File: src/hw/rtl/cruw_pkg.sv
// Shared types and constants for the command ring update writer.
// No dependencies; every other file in hw/rtl imports this package.
package cruw_pkg;

   localparam int RING_BYTES      = 4096;
   localparam int SCREEN_WIDTH    = 1024;
   localparam int SCREEN_HEIGHT   = 768;
   localparam int MAX_AREA        = 4096;
   localparam int NEED_BYTES      = 24;
   localparam int RING_START_MIN  = 16;
   localparam int RING_START_MAX  = RING_BYTES - NEED_BYTES;
   localparam int CMD_WORDS       = 5;
   localparam int WORD_BYTES      = 4;

   localparam int OFFSET_W        = 12;
   localparam int COORD_W         = 16;
   localparam int INDEX_W         = 10;
   localparam int DATA_W          = 32;
   localparam int STEP_W          = $clog2(CMD_WORDS + 1);

   localparam int REQ_TDATA_W     = 80;
   localparam int RSP_TDATA_W     = 48;
   localparam int CSR_ADDR_W      = 3;
   localparam int CSR_DATA_W      = 32;

   localparam int QUEUE_DEPTH_DEFAULT = 2;

   localparam logic [OFFSET_W-1:0] RESET_OFFSET = OFFSET_W'(16);
   localparam logic [DATA_W-1:0]   OPCODE_UPDATE = DATA_W'(1);
   localparam logic [INDEX_W-1:0]  WRITE_OFFSET_WORD = INDEX_W'(2);

   // register index within the CSR space (word address)
   localparam logic REG_RING_START = 1'b0;

   localparam logic KIND_UPDATE  = 1'b0;
   localparam logic KIND_RESTART = 1'b1;

   typedef enum logic [1:0] {
      ST_OK          = 2'd0,
      ST_INVALID_ARG = 2'd1,
      ST_PTR_CORRUPT = 2'd2,
      ST_NO_SPACE    = 2'd3
   } status_type;

   // One classified item handed from the front end to the back end.
   typedef struct packed {
      status_type                status;
      logic                      publish_cmd;
      logic [COORD_W-1:0]        rect_x;
      logic [COORD_W-1:0]        rect_y;
      logic [COORD_W-1:0]        rect_width;
      logic [COORD_W-1:0]        rect_height;
      logic [OFFSET_W-1:0]       start_offset;
      logic [OFFSET_W-1:0]       next_offset;
      logic [OFFSET_W-1:0]       ring_start;
   } desc_type;

endpackage

File: src/hw/rtl/cruw_front.sv
// Front end: accepts request items, runs all validity and space checks,
// owns the producer write offset. Depends on cruw_pkg.
module cruw_front (
   input  logic                            clock,
   input  logic                            reset,
   input  logic                            req_tvalid,
   output logic                            req_tready,
   input  logic                            req_kind,
   input  logic [cruw_pkg::COORD_W-1:0]    req_rect_x,
   input  logic [cruw_pkg::COORD_W-1:0]    req_rect_y,
   input  logic [cruw_pkg::COORD_W-1:0]    req_rect_width,
   input  logic [cruw_pkg::COORD_W-1:0]    req_rect_height,
   input  logic                            req_publish,
   input  logic [cruw_pkg::OFFSET_W-1:0]   req_read_offset,
   input  logic [cruw_pkg::OFFSET_W-1:0]   ring_start,
   input  logic                            q_full,
   output logic                            q_push,
   output cruw_pkg::desc_type              q_desc
);
   import cruw_pkg::*;

   localparam int W13 = OFFSET_W + 1;
   localparam int W14 = OFFSET_W + 2;
   localparam int WC  = COORD_W + 1;

   logic [OFFSET_W-1:0] write_offset_ff, write_offset_in;
   logic [W13-1:0]      rs13, wr13, rd13, sum13;
   logic [W14-1:0]      wrap_avail;
   logic [2*COORD_W-1:0] area;
   logic                rs_bad, rect_bad, off_bad, space_bad, accept;
   logic [OFFSET_W-1:0] next_offset;
   status_type          status;

   assign req_tready = !q_full;
   assign accept     = req_tvalid && req_tready;

   assign rs13 = {1'b0, ring_start};
   assign wr13 = {1'b0, write_offset_ff};
   assign rd13 = {1'b0, req_read_offset};

   assign rs_bad = (rs13 < W13'(RING_START_MIN)) || (rs13 > W13'(RING_START_MAX)) ||
                   (ring_start[1:0] != 2'b00);

   assign area = req_rect_width * req_rect_height;

   assign rect_bad = (req_rect_width == '0) || (req_rect_height == '0) ||
                     (req_rect_width > COORD_W'(SCREEN_WIDTH)) ||
                     (req_rect_height > COORD_W'(SCREEN_HEIGHT)) ||
                     (({1'b0, req_rect_x} + {1'b0, req_rect_width}) > WC'(SCREEN_WIDTH)) ||
                     (({1'b0, req_rect_y} + {1'b0, req_rect_height}) > WC'(SCREEN_HEIGHT)) ||
                     (area > (2*COORD_W)'(MAX_AREA));

   assign off_bad = (wr13 < rs13) || (wr13 >= W13'(RING_BYTES)) ||
                    (write_offset_ff[1:0] != 2'b00) ||
                    (rd13 < rs13) || (rd13 >= W13'(RING_BYTES)) ||
                    (req_read_offset[1:0] != 2'b00);

   // wrapped free space; offsets already checked to lie in the ring
   assign wrap_avail = W14'(RING_BYTES) - {1'b0, wr13} + {1'b0, rd13} - {1'b0, rs13};

   always_comb begin
      if (rd13 > wr13) begin
         space_bad = (rd13 - wr13) < W13'(NEED_BYTES);
      end else begin
         space_bad = wrap_avail < W14'(NEED_BYTES);
      end
   end

   always_comb begin
      if (rs_bad || rect_bad) begin
         status = ST_INVALID_ARG;
      end else if (off_bad) begin
         status = ST_PTR_CORRUPT;
      end else if (space_bad) begin
         status = ST_NO_SPACE;
      end else begin
         status = ST_OK;
      end
   end

   // offset after five words; wraps at most once since the ring holds 24+ bytes
   assign sum13 = wr13 + W13'(CMD_WORDS * WORD_BYTES);
   always_comb begin
      if (sum13 >= W13'(RING_BYTES)) begin
         next_offset = OFFSET_W'(rs13 + (sum13 - W13'(RING_BYTES)));
      end else begin
         next_offset = sum13[OFFSET_W-1:0];
      end
   end

   always_comb begin
      q_desc.status       = (req_kind == KIND_RESTART) ? ST_OK : status;
      q_desc.publish_cmd  = (req_kind == KIND_UPDATE) && req_publish && (status == ST_OK);
      q_desc.rect_x       = req_rect_x;
      q_desc.rect_y       = req_rect_y;
      q_desc.rect_width   = req_rect_width;
      q_desc.rect_height  = req_rect_height;
      q_desc.start_offset = write_offset_ff;
      q_desc.next_offset  = next_offset;
      q_desc.ring_start   = ring_start;
   end

   assign q_push = accept;

   always_comb begin
      write_offset_in = write_offset_ff;
      if (accept) begin
         if (req_kind == KIND_RESTART) begin
            write_offset_in = ring_start;
         end else if (q_desc.publish_cmd) begin
            write_offset_in = next_offset;
         end
      end
   end

   always_ff @(posedge clock) begin
      if (reset) begin
         write_offset_ff <= RESET_OFFSET;
      end else begin
         write_offset_ff <= write_offset_in;
      end
   end

endmodule

File: src/hw/rtl/cruw_queue.sv
// Short queue of classified items between front and back end.
// Depends on cruw_pkg for the item type.
module cruw_queue #(
   parameter int DEPTH = cruw_pkg::QUEUE_DEPTH_DEFAULT
) (
   input  logic                 clock,
   input  logic                 reset,
   input  logic                 push,
   input  cruw_pkg::desc_type   push_desc,
   input  logic                 pop,
   output cruw_pkg::desc_type   head_desc,
   output logic                 full,
   output logic                 empty
);
   import cruw_pkg::*;

   localparam int PTR_W = (DEPTH > 1) ? $clog2(DEPTH) : 1;
   localparam int CNT_W = $clog2(DEPTH + 1);

   desc_type             slot_ff [DEPTH];
   logic [PTR_W-1:0]     wr_ptr_ff, wr_ptr_in, rd_ptr_ff, rd_ptr_in;
   logic [CNT_W-1:0]     count_ff, count_in;
   logic                 do_push, do_pop;

   assign full      = (count_ff == CNT_W'(DEPTH));
   assign empty     = (count_ff == '0);
   assign head_desc = slot_ff[rd_ptr_ff];
   assign do_push   = push && !full;
   assign do_pop    = pop && !empty;

   always_comb begin
      wr_ptr_in = wr_ptr_ff;
      rd_ptr_in = rd_ptr_ff;
      count_in  = count_ff;
      if (do_push) begin
         wr_ptr_in = (wr_ptr_ff == PTR_W'(DEPTH - 1)) ? '0 : wr_ptr_ff + 1'b1;
      end
      if (do_pop) begin
         rd_ptr_in = (rd_ptr_ff == PTR_W'(DEPTH - 1)) ? '0 : rd_ptr_ff + 1'b1;
      end
      if (do_push && !do_pop) begin
         count_in = count_ff + 1'b1;
      end else if (do_pop && !do_push) begin
         count_in = count_ff - 1'b1;
      end
   end

   always_ff @(posedge clock) begin
      if (reset) begin
         wr_ptr_ff <= '0;
         rd_ptr_ff <= '0;
         count_ff  <= '0;
      end else begin
         wr_ptr_ff <= wr_ptr_in;
         rd_ptr_ff <= rd_ptr_in;
         count_ff  <= count_in;
      end
   end

   always_ff @(posedge clock) begin
      if (do_push) begin
         slot_ff[wr_ptr_ff] <= push_desc;
      end
   end

endmodule

File: src/hw/rtl/cruw_back.sv
// Back end: expands each classified item into its result items, one per
// cycle while rsp_tready does not stall the output, through a registered output stage. Depends on cruw_pkg.
module cruw_back (
   input  logic                            clock,
   input  logic                            reset,
   input  logic                            q_empty,
   input  cruw_pkg::desc_type              head_desc,
   output logic                            q_pop,
   output logic                            rsp_tvalid,
   input  logic                            rsp_tready,
   output cruw_pkg::status_type            rsp_status,
   output logic                            rsp_write_valid,
   output logic [cruw_pkg::INDEX_W-1:0]    rsp_word_index,
   output logic [cruw_pkg::DATA_W-1:0]     rsp_word_data,
   output logic                            rsp_last
);
   import cruw_pkg::*;

   localparam int W13 = OFFSET_W + 1;

   logic                  valid_ff, valid_in;
   logic [STEP_W-1:0]     step_ff, step_in;
   logic [OFFSET_W-1:0]   ptr_ff, ptr_in, cur;
   logic [W13-1:0]        bumped;
   status_type            status_ff, status_in;
   logic                  wv_ff, wv_in, last_ff, last_in;
   logic [INDEX_W-1:0]    index_ff, index_in;
   logic [DATA_W-1:0]     data_ff, data_in;
   logic                  load, final_step;

   assign load       = !q_empty && (!valid_ff || rsp_tready);
   assign final_step = (step_ff == STEP_W'(CMD_WORDS));
   assign q_pop      = load && (!head_desc.publish_cmd || final_step);

   assign cur    = (step_ff == '0) ? head_desc.start_offset : ptr_ff;
   assign bumped = {1'b0, cur} + W13'(WORD_BYTES);

   always_comb begin
      ptr_in = ptr_ff;
      if (load && head_desc.publish_cmd) begin
         ptr_in = (bumped == W13'(RING_BYTES)) ? head_desc.ring_start
                                               : bumped[OFFSET_W-1:0];
      end
   end

   always_comb begin
      step_in = step_ff;
      if (load && head_desc.publish_cmd) begin
         step_in = final_step ? '0 : step_ff + 1'b1;
      end
   end

   always_comb begin
      valid_in  = valid_ff && !rsp_tready;
      status_in = status_ff;
      wv_in     = wv_ff;
      index_in  = index_ff;
      data_in   = data_ff;
      last_in   = last_ff;
      if (load) begin
         valid_in  = 1'b1;
         status_in = head_desc.status;
         if (!head_desc.publish_cmd) begin
            wv_in    = 1'b0;
            index_in = '0;
            data_in  = '0;
            last_in  = 1'b1;
         end else begin
            wv_in    = 1'b1;
            index_in = cur[OFFSET_W-1:2];
            last_in  = final_step;
            case (step_ff)
               3'd0:    data_in = OPCODE_UPDATE;
               3'd1:    data_in = DATA_W'(head_desc.rect_x);
               3'd2:    data_in = DATA_W'(head_desc.rect_y);
               3'd3:    data_in = DATA_W'(head_desc.rect_width);
               3'd4:    data_in = DATA_W'(head_desc.rect_height);
               default: data_in = DATA_W'(head_desc.next_offset);
            endcase
            if (final_step) begin
               index_in = WRITE_OFFSET_WORD;
            end
         end
      end
   end

   always_ff @(posedge clock) begin
      if (reset) begin
         valid_ff <= 1'b0;
         step_ff  <= '0;
      end else begin
         valid_ff <= valid_in;
         step_ff  <= step_in;
      end
      ptr_ff    <= ptr_in;
      status_ff <= status_in;
      wv_ff     <= wv_in;
      index_ff  <= index_in;
      data_ff   <= data_in;
      last_ff   <= last_in;
   end

   assign rsp_tvalid      = valid_ff;
   assign rsp_status      = status_ff;
   assign rsp_write_valid = wv_ff;
   assign rsp_word_index  = index_ff;
   assign rsp_word_data   = data_ff;
   assign rsp_last        = last_ff;

endmodule

File: src/hw/rtl/command_ring_update_writer.sv
// Top level of the command ring update writer: CSR port, front end, queue
// and back end. Depends on cruw_pkg, cruw_front, cruw_queue, cruw_back.
//
//   channel | direction | handshake              | payload
//   --------+-----------+------------------------+-------------------------------
//   req     | in        | req_tvalid/req_tready  | req_tdata (rectangle, publish,
//           |           |                        |  read offset), req_tuser (kind)
//   rsp     | out       | rsp_tvalid/rsp_tready  | rsp_tdata (status, write,
//           |           |                        |  index, data), rsp_tlast
//   csr     | in/out    | APB psel/penable       | ring_start at address 0
//
// Results: a rejected, check-only or restart item yields one result item;
// a published update yields six. The back end's single result register
// sends one word per cycle while rsp_tready does not stall it.
// The front end takes one item per cycle while the queue has room.
// Reset: ring_start and the write offset return to 16, queue and output empty.
// Stalls: rsp_tready low holds the output register; once the queue fills,
// req_tready drops until the back end pops an item.
module command_ring_update_writer #(
   parameter int QUEUE_DEPTH = cruw_pkg::QUEUE_DEPTH_DEFAULT
) (
   input  logic                                clock,
   input  logic                                reset,
   // rect_x[15:0], rect_y[31:16], rect_width[47:32], rect_height[63:48],
   // publish[64], read_offset[76:65], zero fill [79:77]
   input  logic [cruw_pkg::REQ_TDATA_W-1:0]    req_tdata,
   // kind[0]
   input  logic                                req_tuser,
   input  logic                                req_tvalid,
   output logic                                req_tready,
   // status[1:0], write_valid[2], word_index[12:3], word_data[44:13],
   // zero fill [47:45]
   output logic [cruw_pkg::RSP_TDATA_W-1:0]    rsp_tdata,
   output logic                                rsp_tlast,
   output logic                                rsp_tvalid,
   input  logic                                rsp_tready,
   input  logic                                csr_psel,
   input  logic                                csr_penable,
   input  logic                                csr_pwrite,
   input  logic [cruw_pkg::CSR_ADDR_W-1:0]     csr_paddr,
   input  logic [cruw_pkg::CSR_DATA_W-1:0]     csr_pwdata,
   output logic [cruw_pkg::CSR_DATA_W-1:0]     csr_prdata,
   output logic                                csr_pready
);
   import cruw_pkg::*;

   logic [OFFSET_W-1:0] ring_start_ff, ring_start_in;
   logic                csr_write;
   desc_type            push_desc, head_desc;
   logic                q_push, q_pop, q_full, q_empty;
   status_type          rsp_status;
   logic                rsp_write_valid;
   logic [INDEX_W-1:0]  rsp_word_index;
   logic [DATA_W-1:0]   rsp_word_data;

   // ---- CSR port: always ready, byte offset within the word is ignored
   assign csr_pready = 1'b1;
   assign csr_write  = csr_psel && csr_penable && csr_pwrite && csr_pready;

   always_comb begin
      ring_start_in = ring_start_ff;
      if (csr_write && (csr_paddr[2] == REG_RING_START)) begin
         ring_start_in = csr_pwdata[OFFSET_W-1:0];
      end
   end

   assign csr_prdata = (csr_paddr[2] == REG_RING_START) ? CSR_DATA_W'(ring_start_ff) : '0;

   always_ff @(posedge clock) begin
      if (reset) begin
         ring_start_ff <= RESET_OFFSET;
      end else begin
         ring_start_ff <= ring_start_in;
      end
   end

   // ---- front end: classify and advance the write offset at accept time
   cruw_front u_front (
      .clock           (clock),
      .reset           (reset),
      .req_tvalid      (req_tvalid),
      .req_tready      (req_tready),
      .req_kind        (req_tuser),
      .req_rect_x      (req_tdata[15:0]),
      .req_rect_y      (req_tdata[31:16]),
      .req_rect_width  (req_tdata[47:32]),
      .req_rect_height (req_tdata[63:48]),
      .req_publish     (req_tdata[64]),
      .req_read_offset (req_tdata[76:65]),
      .ring_start      (ring_start_ff),
      .q_full          (q_full),
      .q_push          (q_push),
      .q_desc          (push_desc)
   );

   // ---- queue: lets the front keep accepting while results drain
   cruw_queue #(
      .DEPTH (QUEUE_DEPTH)
   ) u_queue (
      .clock     (clock),
      .reset     (reset),
      .push      (q_push),
      .push_desc (push_desc),
      .pop       (q_pop),
      .head_desc (head_desc),
      .full      (q_full),
      .empty     (q_empty)
   );

   // ---- back end: emit one result item per cycle while rsp_tready allows
   cruw_back u_back (
      .clock           (clock),
      .reset           (reset),
      .q_empty         (q_empty),
      .head_desc       (head_desc),
      .q_pop           (q_pop),
      .rsp_tvalid      (rsp_tvalid),
      .rsp_tready      (rsp_tready),
      .rsp_status      (rsp_status),
      .rsp_write_valid (rsp_write_valid),
      .rsp_word_index  (rsp_word_index),
      .rsp_word_data   (rsp_word_data),
      .rsp_last        (rsp_tlast)
   );

   assign rsp_tdata = {3'b000, rsp_word_data, rsp_word_index, rsp_write_valid, rsp_status};

   // ---- checks
   // a result without a memory write always closes its item
   assert property (@(posedge clock) disable iff (reset)
      (rsp_tvalid && !rsp_write_valid) |-> rsp_tlast)
      else $error("non-write result without last");

   // memory writes only come from accepted updates
   assert property (@(posedge clock) disable iff (reset)
      (rsp_tvalid && rsp_write_valid) |-> (rsp_status == ST_OK))
      else $error("memory write with failing status");

   // queue occupancy flags are never both set
   assert property (@(posedge clock) disable iff (reset)
      !(q_full && q_empty))
      else $error("queue reports full and empty");

   // a popped item was present at the head
   assert property (@(posedge clock) disable iff (reset)
      q_pop |-> !q_empty)
      else $error("pop from empty queue");

endmodule
File: config.mk
export PLATFORM = sky130hd
export DESIGN_NAME = command_ring_update_writer
export DESIGN_NICKNAME = d
export VERILOG_FILES = /design/src/hw/rtl/cruw_pkg.sv /design/src/hw/rtl/cruw_front.sv /design/src/hw/rtl/cruw_queue.sv /design/src/hw/rtl/cruw_back.sv /design/src/hw/rtl/command_ring_update_writer.sv
export SDC_FILE = /design/constraint.sdc
export NUM_CORES = 1
export LEC_CHECK = 0
export BUFFER_PORTS_ARGS = -buffer_cell sky130_fd_sc_hd__buf_4
export CORE_ASPECT_RATIO = 0.6
export CORE_MARGIN = 2
export CORE_UTILIZATION = 50
export CTS_BUF_LIST = sky130_fd_sc_hd__clkbuf_4
export CTS_CLUSTER_SIZE = 25
export DETAILED_ROUTE_END_ITERATION = 6
export PLACE_DENSITY = 0.76
export SYNTH_ARGS = -nofsm -noshare
export SYNTH_HDL_FRONTEND = slang
export SYNTH_SLANG_ARGS = --single-unit
File: constraint.sdc
create_clock -name clock -period 15.17 [get_ports clock]
set_input_delay 0.7585 -clock clock [delete_from_list [all_inputs] [get_ports clock]]
set_output_delay 0.7585 -clock clock [all_outputs]
set_load 0.03 [all_outputs]
==> results.sh, run 1 <==
export IMPL_path_cells="buf_4, nand2_1, fa_1, inv_1, fa_1, inv_1, fa_1, inv_1, fa_1, fa_1, inv_1, fa_1, inv_1, ha_1, nand4_1, nand4bb_1, and3_1, a311oi_1, o2111ai_1, nor4_1, nand4_2, a2111oi_0, a211o_1"
export IMPL_grt_max_degree=73
export IMPL_dieArea_um2=52100
export IMPL_numCtsBuffers=61
export IMPL_io_buffers=141
export IMPL_rows=63
export IMPL_crit_required_ps=15830
export IMPL_max_freq_mhz=120
export IMPL_synth_top_family_by_area="adder cells"
export IMPL_initialDrtViolationCount=2292
export IMPL_dr_wl_met2_um=30800
export IMPL_die_width_um=293
export IMPL_critPathMaxStageDelay_ps=890
export IMPL_p_per_area_nw_per_um2=201
export IMPL_final_nets=3147
export IMPL_place_ws_ps=6300
export IMPL_synth_cells=2499
export IMPL_worst_clock_skew_ps=51.1
export IMPL_muxShareOfSynthArea=0.0382
export IMPL_die_y_um=178
export IMPL_cp_start_kind="input pin"
export IMPL_synth_compound_area_share=0.128
export IMPL_dp_hpwl_um=55200
export IMPL_area_growth_pct=8.82
export IMPL_drv_cap=0
export IMPL_antenna_found_initial=6
export IMPL_gp_congestion=0.951
export IMPL_endpoint_kind="flop"
export IMPL_top_layer_used="met4"
export IMPL_p_leak_nw=11.5
export IMPL_crit_fanout=20
export IMPL_critPathSlowestCell="nor4_1"
export IMPL_grt_overflow_total=0
export IMPL_synthAdderAreaFrac=0.271
export IMPL_min_period_over_period=0.551
export IMPL_synth_top_area_cell="edfxtp_1"
export IMPL_wl_per_cell_um=22.6
export IMPL_dr_total_vias=20000
export IMPL_seqCellArea_um2=8110
export IMPL_avgSynthCellArea_um2=10.0
export IMPL_drive_gt1_frac=0.128
export IMPL_grt_pass1_vias=19300
export IMPL_grt_total_usage=0.288
export IMPL_arrival_ps=9020
export IMPL_ys_flop_type="edfxtp_1"
export IMPL_multi_input_area_um2=15400
export IMPL_synthDistinctLibCells=87
export IMPL_drc=0
export IMPL_finalSetupTns_ps=0
export IMPL_clkLatencyLatePin_ps=750
export IMPL_wl_met1_um=33200
export IMPL_synthTopCellsByArea="edfxtp_1, fa_1, ha_1"
export IMPL_io_pins=207
export IMPL_utilization=0.552
export IMPL_yosysSeqAreaShare=0.323
export IMPL_initial_core_util=0.507
export IMPL_setup_viol=0
export IMPL_synth_top_cell_area_share=0.297
export IMPL_cts_setup_buffers=0
export IMPL_cts_hold_buf=0
export IMPL_report_final_slew_viol_count=0
export IMPL_vias_per_cell=6.03
export IMPL_totalWireLength_um=75000
export IMPL_cts_repair_resized=0
export IMPL_ir_drop_mv=0.320
export IMPL_synth_area_um2=25100
export IMPL_synth_seq_cells=281
export IMPL_fillCellCount=4269
export IMPL_min_path_type="in2reg"
export IMPL_root_buffer="clkbuf_4"
export IMPL_status="completed"
export IMPL_synthXorXnorAreaFrac=0.0185
export IMPL_synth_warnings=0
export IMPL_post_route_min_period_ps=8350
export IMPL_grt_pass1_wl_um=114000
export IMPL_clockBufferDepth=3
export IMPL_drtAntennaViolNets=0
export IMPL_max_slew_worst_pin_slew_ps=1140
export IMPL_stdcell_area_um2=27300
export IMPL_hold_viol=0
export IMPL_relSlewSlack=0.234
export IMPL_synth_edf_count=248
export IMPL_cts_tree="yes"
export IMPL_hold_slack_ps=202
export IMPL_crit_type="in2reg"
export IMPL_cts_sinks=281
export IMPL_setup_slack_ps=6820
export IMPL_clkTransAtPathRegs_ps=80
export IMPL_wl_met3_um=8860
export IMPL_async_flop_share=0
export IMPL_place_area_um2=26500
export IMPL_drt_pass1_iter_count=6
export IMPL_rsz0062_at_grt="false"
export IMPL_htree_num_levels=2
export IMPL_critPathMostFrequentCell="fa_1"
export IMPL_yosys_area_share_simple=0.149
export IMPL_core_area_um2=49500
-- kinds of logic (layout without fill, tap and decap cells) --
kind of cell | Yosys count | count (layout)
multiplexers | 90 | 90
AND/OR/NAND/NOR | 749 | 749
XOR/XNOR | 53 | 53
AO/OA/AOI/OAI | 469 | 469
buffers and inverters | 437 | 558
flip-flops | 281 | 281
adder cells (fa/ha/maj) | 418 | 418
other | 2 | 45
-- where the power goes --
part / internal (mW) / total [mW] / leakage, nW / switching [mW]
clock: 0.280 / 0.583 / 0.477 / 0.303
combinational: 1.45 / 3.80 / 8.41 / 2.35
sequential: 1.03 / 1.11 / 2.60 / 0.0859
-- final timing paths --
kind	from	end	slack, ps	cells past startpoint
setup / recovery	req_tdata[37]	u_front.write_offset_ff[10]$_SDFFE_PP0P_	6820	23
hold / removal	req_tdata[30]	u_queue.slot_ff[1][82]$_DFFE_PP_	200	1
setup reg to reg	ring_start_ff[0]$_SDFFE_PP0P_	u_front.write_offset_ff[10]$_SDFFE_PP0P_	9670	13
hold reg to reg	u_queue.rd_ptr_ff$_SDFFE_PP0P_	flop	510	2
-- critical path: cells and delay by family --
family          cells  cell delay (ps)
fa+ha+maj           7             3630
simple gates        6             2810
compound gates      4             1180
buf+inv             6              620
-- synth_stat cells, drive strengths merged (19+ instances only) --
library cell	n
mux2	47
nand4	31
nor4	30
clkbuf	88
fa	208
a21o	20
dfxtp	33
mux2i	43
nor2	115
inv	291
ha	210
a21oi	112
nor3	45
nand2b	25
xnor2	35
nand3	26
a22oi	33
buf	57
a211oi	22
o21a	19
edfxtp	248
o21ai	85
nand2	262
and2	125
-- metrics by stage --
step,total power [mW],cells
after floorplan,3.85,2537
after global routing,5.93,3313
after global placement,4.71,3193
after detailed placement,4.81,3193
final,5.49,3313
after CTS,5.42,3308
-- cell type report --
cell class | count | area share
clock inverters | 23 | 0.00376
inverters | 292 | 0.0401
well taps | 650 | 0.0298
repair buffers | 151 | 0.0415
diodes | 5 | 0.000458
multi-input cells | 1819 | 0.562
clock buffers | 92 | 0.0253
flip-flops and latches | 281 | 0.297
-- sequential cells by signal, indices dropped and copies added (netlist names), 2 cells and up, named ones only --
name / cells
u_back.rsp_word_data: 16
u_back.rsp_word_index: 10
u_back.ptr_ff: 12
u_back.step_ff: 3
ring_start_ff: 12
u_queue.count_ff: 2
u_queue.slot_ff: 206
u_back.rsp_status: 2
u_front.write_offset_ff: 12
-- metal layers --
metal | GRT usage | vias up
li1 | - | 8922
met1 | 0.435 | 9764
met2 | 0.402 | 1143
met3 | 0.0741 | 140
met4 | 0.0878 | 0
met5 | 0 | -
-- placed cells by master, fill, tap and decap left out, types with 32 or more instances in the layout --
| cell | Yosys | routed |
|---|---|---|
| mux2i_1 | 43 | 43 |
| clkbuf_4 | 0 | 92 |
| inv_1 | 291 | 291 |
| conb_1 | 2 | 40 |
| dfxtp_1 | 33 | 32 |
| a22oi_1 | 33 | 33 |
| nand2_1 | 262 | 262 |
| nor2_1 | 115 | 114 |
| ha_1 | 210 | 210 |
| nor3_1 | 45 | 43 |
| a21oi_1 | 111 | 111 |
| edfxtp_1 | 248 | 248 |
| and2_1 | 124 | 124 |
| xnor2_1 | 35 | 35 |
| buf_4 | 41 | 151 |
| mux2_2 | 47 | 47 |
| fa_1 | 208 | 208 |
| o21ai_0 | 85 | 85 |
(Power assumes the default switching activity.)
==> inputs of run 2 (changes only) <==
==> constraint.sdc (replaced) <==
create_clock -name clock -period 8.6 [get_ports clock]
set_input_delay 0.43 -clock clock [delete_from_list [all_inputs] [get_ports clock]]
set_output_delay 0.43 -clock clock [all_outputs]
set_load 0.03 [all_outputs]
==> run 2 against run 1 <==
- clock power increased by 90%
- total power increased by 78%
- critical endpoint is now u_front.write_offset_ff[11]$_SDFFE_PP0P_
- utilization increased by 1.1 points
- largest cell class unchanged
- wire length increased by 0.55%
- highest routed layer unchanged
- clock skew increased by 4.9 ps
- register-to-register slack got worse by 6200 ps
- cell count increased by 1.5%
- first-iteration DRC count decreased by 8.2%
- largest power group unchanged
- worst hold slack got worse by 93 ps
- final area increased by 2.0%
==> results.sh, run 2 (same netlist as run 1, synthesis figures left out) <==
export IMPL_rsz0062_at_grt="false"
export IMPL_layout_common_cells="inv_1, nand2_1, edfxtp_1"
export IMPL_fillCellCount=4154
export IMPL_largest_register="u_queue.slot_ff"
export IMPL_initial_core_util=0.507
export IMPL_wl_per_cell_um=22.4
export IMPL_endpoint_kind="flop"
export IMPL_largest_reg_flops=206
export IMPL_critPathMaxStageDelay_ps=600
export IMPL_initialDrtViolationCount=2104
export IMPL_place_area_um2=26500
export IMPL_area_growth_pct=11.0
export IMPL_utilization=0.563
export IMPL_layout_commonest_cell="inv_1"
export IMPL_rr_worst_depth=14
export IMPL_grt_pass1_vias=19800
export IMPL_final_nets=3202
export IMPL_arrival_ps=7530
export IMPL_htree_num_levels=3
export IMPL_post_route_min_period_ps=7020
export IMPL_grt_max_degree=55
export IMPL_gp_congestion=0.971
export IMPL_drive_gt1_frac=0.132
export IMPL_drtAntennaViolNets=0
export IMPL_crit_path_end="u_front.write_offset_ff[11]$_SDFFE_PP0P_"
export IMPL_critPathMostFrequentCell="fa_1"
export IMPL_ir_drop_mv=0.540
export IMPL_root_buffer="clkbuf_4"
export IMPL_grt_overflow_total=0
export IMPL_totalWireLength_um=75400
export IMPL_clockBufferDepth=3
export IMPL_drc=0
export IMPL_finalSetupTns_ps=0
export IMPL_core_area_um2=49500
export IMPL_clkLatencyLatePin_ps=740
export IMPL_io_pins=207
export IMPL_rows=63
export IMPL_grt_pass1_wl_um=115000
export IMPL_drv_cap=0
export IMPL_cts_setup_buffers=0
export IMPL_die_y_um=178
export IMPL_dieArea_um2=52100
export IMPL_io_buffers=141
export IMPL_p_total_mw=9.79
export IMPL_p_leak_nw=11.7
export IMPL_clkTransAtPathRegs_ps=70
export IMPL_grt_total_usage=0.291
export IMPL_antenna_found_initial=5
export IMPL_p_per_area_nw_per_um2=351
export IMPL_die_width_um=293
export IMPL_crit_required_ps=9120
export IMPL_startpoint="req_tdata[38]"
export IMPL_setup_viol=0
export IMPL_relSlewSlack=0.373
export IMPL_vias_per_cell=6.01
export IMPL_cts_repair_resized=0
export IMPL_critPathSlowestCell="fa_1"
export IMPL_min_path_type="in2reg"
export IMPL_dr_total_vias=20200
export IMPL_crit_type="in2reg"
export IMPL_numCtsBuffers=66
export IMPL_r2r_slack_ps=3460
export IMPL_max_slew_worst_pin_slew_ps=936
export IMPL_status="completed"
export IMPL_min_period_over_period=0.816
export IMPL_hold_viol=0
export IMPL_path_cells="buf_4, and2_1, fa_1, fa_1, fa_1, fa_1, fa_1, inv_1, fa_1, inv_1, ha_1, a21o_1, a31oi_1, o221ai_1, a31o_2, a211oi_1, o2111ai_1, nor4_1, buf_4, nand4_2, buf_4, mux2i_1, o311ai_0"
export IMPL_crit_fanout=20
export IMPL_dp_hpwl_um=55500
export IMPL_max_freq_mhz=143
export IMPL_cp_start_kind="input pin"
export IMPL_drt_pass1_iter_count=7
export IMPL_r2r_start="ring_start_ff[0]$_SDFFE_PP0P_"
export IMPL_worst_clock_skew_ps=56.0
export IMPL_stdcell_area_um2=27900
export IMPL_cts_tree="yes"
export IMPL_cts_sinks=281
export IMPL_report_final_slew_viol_count=0
export IMPL_r2r_end="u_front.write_offset_ff[11]$_SDFFE_PP0P_"
run 2: cell count changes in the layout (fill, tap and decap cells not counted), sizes merged:
cell         before  now
inv             292  295
buf             151  156
clkbuf           92  102
dlygate4sd3       0   45
clkinvlp          0    2
bufinv            0    1
clkinv           23    7
run 2: per-stage QoR:
stage | cells | hold slack, ps | setup WS (ps)
final | 3363 | 108 | 1580
after global routing | 3363 | 41.5 | 1390
after CTS | 3358 | 42.7 | 1710
after detailed placement | 3198 | 499 | 997
after global placement | 3198 | 481 | 1100
after floorplan | 2537 | 450 | 1590
run 2: metal layers:
metal | GRT usage | up-vias | share of wire
li1 | - | 9044 | -
met1 | 0.441 | 9995 | 0.45
met5 | 0 | - | 0
met4 | 0.0784 | 0 | 0.019
met3 | 0.0786 | 103 | 0.12
met2 | 0.408 | 1085 | 0.41
run 2: layout make-up:
cell class	count	area, um^2	share of cell area
clock inverters	13	88.8	0.00319
diodes	5	12.5	0.000449
inverters	292	1100	0.0393
well taps	650	813	0.0292
clock buffers	102	766	0.0275
flip-flops and latches	281	8110	0.291
multi-input cells	1819	15400	0.551
repair buffers	201	1620	0.0582
run 2: power by group:
part / total, mW / leakage (nW) / internal, mW / switching [mW]
clock: 1.11 / 0.513 / 0.572 / 0.534
combinational: 6.73 / 8.62 / 2.58 / 4.15
sequential: 1.95 / 2.60 / 1.81 / 0.140
total: 9.79 / 11.7 / 4.97 / 4.82
run 2: repair_timing:
action                                  CTS  global route
endpoints found under the hold margin    77             0
endpoints found under the setup margin    0             0
hold buffers                             45             0
run 2: how the worst min path moves through the flow:
stage / depth (start not counted) / slack [ps] / endpoint / start
final: 1 / 110 / u_queue.slot_ff[0][50]$_DFFE_PP_ / req_tdata[62]
after global routing: 1 / 40 / u_queue.slot_ff[1][50]$_DFFE_PP_ / req_tdata[62]
after CTS: 1 / 40 / u_queue.slot_ff[0][50]$_DFFE_PP_ / req_tdata[62]
after detailed placement: 2 / 500 / u_back.rsp_tvalid$_SDFF_PP0_ / u_back.rsp_tvalid$_SDFF_PP0_
after global placement: 2 / 480 / u_back.rsp_tvalid$_SDFF_PP0_ / u_back.rsp_tvalid$_SDFF_PP0_
after floorplan: 0 / 450 / u_queue.slot_ff[0][28]$_DFFE_PP_ / u_front.write_offset_ff[4]$_SDFFE_PP1P_
run 2: critical path: cells and delay by family:
| family | cells | cell delay [ps] |
|---|---|---|
| fa+ha+maj | 7 | 3640 |
| compound gates | 7 | 1760 |
| buf+inv | 5 | 930 |
| simple gates | 3 | 580 |
| mux | 1 | 180 |
==> inputs of run 3 (changes only) <==
==> constraint.sdc (replaced) <==
create_clock -name clock -period 7.18 [get_ports clock]
set_input_delay 0.359 -clock clock [delete_from_list [all_inputs] [get_ports clock]]
set_output_delay 0.359 -clock clock [all_outputs]
set_load 0.03 [all_outputs]
==> run 3 against run 2 <==
- non-clock buffer count is 59 higher
- wire length is 1.2% higher
- critical path depth stayed put
- die area stayed put
- total power is 25% higher
- sequential share of layout area is 0.49 points lower
- clock skew is 10 ps higher
- first-iteration DRC count is 6.9% higher
- register-to-register slack worse by 1500 ps
- combinational power is 28% higher
- count of clock-buffer cells in the layout is 5 lower
- cell count is 1.6% higher
- largest power group unchanged
- highest routed layer unchanged
==> results.sh, run 3 (same netlist as run 1, synthesis figures left out) <==
export IMPL_status="completed"
export IMPL_setup_viol=0
export IMPL_pwr_share_clk=0.102
export IMPL_grt_max_degree=66
export IMPL_cts_tree="yes"
export IMPL_area_growth_pct=12.9
export IMPL_report_final_slew_viol_count=0
export IMPL_post_route_min_period_ps=7020
export IMPL_io_buffers=141
export IMPL_p_per_area_nw_per_um2=431
export IMPL_cts_sinks=281
export IMPL_core_area_um2=49500
export IMPL_dp_hpwl_um=57900
export IMPL_drive_gt1_frac=0.146
export IMPL_largest_reg_flops=206
export IMPL_die_width_um=293
export IMPL_hold_viol=0
export IMPL_p_switching_mw=5.97
export IMPL_numCtsBuffers=61
export IMPL_gp_congestion=0.990
export IMPL_cp_start_kind="input pin"
export IMPL_largest_register="u_queue.slot_ff"
export IMPL_place_ws_ps=-234
export IMPL_io_pins=207
export IMPL_totalWireLength_um=76300
export IMPL_p_leak_nw=12.0
export IMPL_p_int_mw=6.24
export IMPL_die_y_um=178
export IMPL_power_share_combinational=0.706
export IMPL_grt_overflow_total=0
export IMPL_p_total_mw=12.2
export IMPL_initial_core_util=0.507
export IMPL_grt_total_usage=0.294
export IMPL_place_area_um2=26900
export IMPL_drv_cap=0
export IMPL_antenna_found_initial=6
export IMPL_dr_total_vias=20500
export IMPL_worst_clock_skew_ps=66.4
export IMPL_grt_pass1_wl_um=117000
export IMPL_vias_per_cell=6.00
export IMPL_grt_pass1_vias=19800
export IMPL_ir_drop_mv=0.461
export IMPL_rows=63
export IMPL_arrival_ps=7510
export IMPL_rsz0062_at_grt="false"
export IMPL_finalSetupTns_ps=0
export IMPL_crit_fanout=20
export IMPL_initialDrtViolationCount=2249
export IMPL_drc=0
export IMPL_crit_type="in2reg"
export IMPL_power_frac_seq=0.192
export IMPL_layout_commonest_cell="inv_1"
export IMPL_clkTransAtPathRegs_ps=70
export IMPL_max_slew_worst_pin_slew_ps=926
export IMPL_endpoint_kind="flop"
export IMPL_p_sw_frac=0.489
export IMPL_drt_pass1_iter_count=6
export IMPL_stdcell_area_um2=28300
export IMPL_htree_num_levels=2
export IMPL_layout_common_cells="inv_1, nand2_1, edfxtp_1"
export IMPL_min_period_over_period=0.977
export IMPL_final_nets=3256
export IMPL_clockBufferDepth=3
export IMPL_max_freq_mhz=143
export IMPL_clkLatencyLatePin_ps=780
export IMPL_dieArea_um2=52100
export IMPL_relSlewSlack=0.367
export IMPL_root_buffer="clkbuf_4"
export IMPL_setup_slack_ps=163
export IMPL_drtAntennaViolNets=0
export IMPL_min_path_type="in2reg"
export IMPL_crit_required_ps=7670
export IMPL_wl_per_cell_um=22.3
-- run 3: changes by cell type in the layout (fill, tap and decap cells not counted), sizes merged --
| cell | delta |
|---|---|
| buf | +47 |
| bufinv | -1 |
| clkbuf | -5 |
| clkinv | +3 |
| clkinvlp | -2 |
| diode | +1 |
| dlygate4sd3 | +12 |
| inv | -2 |
-- run 3: per-layer routing --
layer | global-route usage | share of wire | vias up
met5 | 0 | 0 | -
met4 | 0.0672 | 0.021 | 0
met3 | 0.0660 | 0.11 | 114
met2 | 0.416 | 0.42 | 1104
met1 | 0.454 | 0.45 | 10100
li1 | - | - | 9151
-- run 3: power by group through the flow --
| stage | sequential (mW) | clock (mW) | combinational, mW |
|---|---|---|---|
| floorplan | 2.46 | 0 | 5.67 |
| global placement | 2.36 | 0 | 7.97 |
| detailed placement | 2.38 | 0 | 8.21 |
| CTS | 2.34 | 1.26 | 8.30 |
| global route | 2.37 | 1.35 | 9.45 |
| finish | 2.34 | 1.25 | 8.62 |
-- run 3: metrics by stage --
stage | util | hold slack, ps | std cells
floorplan | - | 450 | 2537
CTS | 0.571 | 0.309 | 3409
detailed placement | 0.543 | 506 | 3244
global route | 0.572 | 2.46 | 3415
finish | 0.573 | 50.9 | 3416
global placement | 0.543 | 479 | 3244
-- run 3: final cells by class --
cell class / count / area, um^2
tap: 650 / 813
multi-input combinational: 1819 / 15400
sequential: 281 / 8110
clock buffer: 97 / 728
timing repair buffer: 260 / 2120
clock inverter: 11 / 60.1
inverter: 292 / 1100
fill: 4181 / 21200
antenna: 6 / 15.0
-- run 3: path summary, 6_finish.rpt --
path	start	slack (ps)	depth (start not counted)	endpoint
max	req_tdata[50]	160	23	u_queue.slot_ff[0][100]$_DFFE_PP_
min	req_tdata[63]	50	2	u_queue.slot_ff[0][51]$_DFFE_PP_
max reg2reg	ring_start_ff[0]$_SDFFE_PP0P_	1990	14	u_front.write_offset_ff[9]$_SDFFE_PP0P_
min reg2reg	u_queue.rd_ptr_ff$_SDFFE_PP0P_	520	2	flop
-- run 3: worst max-delay path, stage by stage --
cell and delay, ps:
dlygate4sd3_1 540, buf_4 350, nand2_1 130, fa_1 540, fa_1 440, fa_1 490
fa_1 510, inv_1 60, fa_1 520, inv_1 60, fa_1 520, inv_1 40
ha_1 330, nand4_1 140, or2_2 340, o221ai_4 340, a311oi_1 180, a211oi_2 310
o2111ai_1 170, nor4_1 340, buf_4 200, nand3_1 150, nor4_1 410
-- run 3: repair_timing --
| item | in CTS | in global routing |
|---|---|---|
| gates resized for setup | 0 | 15 |
| hold buffers | 57 | 0 |
| endpoints found under the setup margin | 0 | 18 |
| setup buffers | 0 | 1 |
| hold endpoints to repair | 100 | 0 |
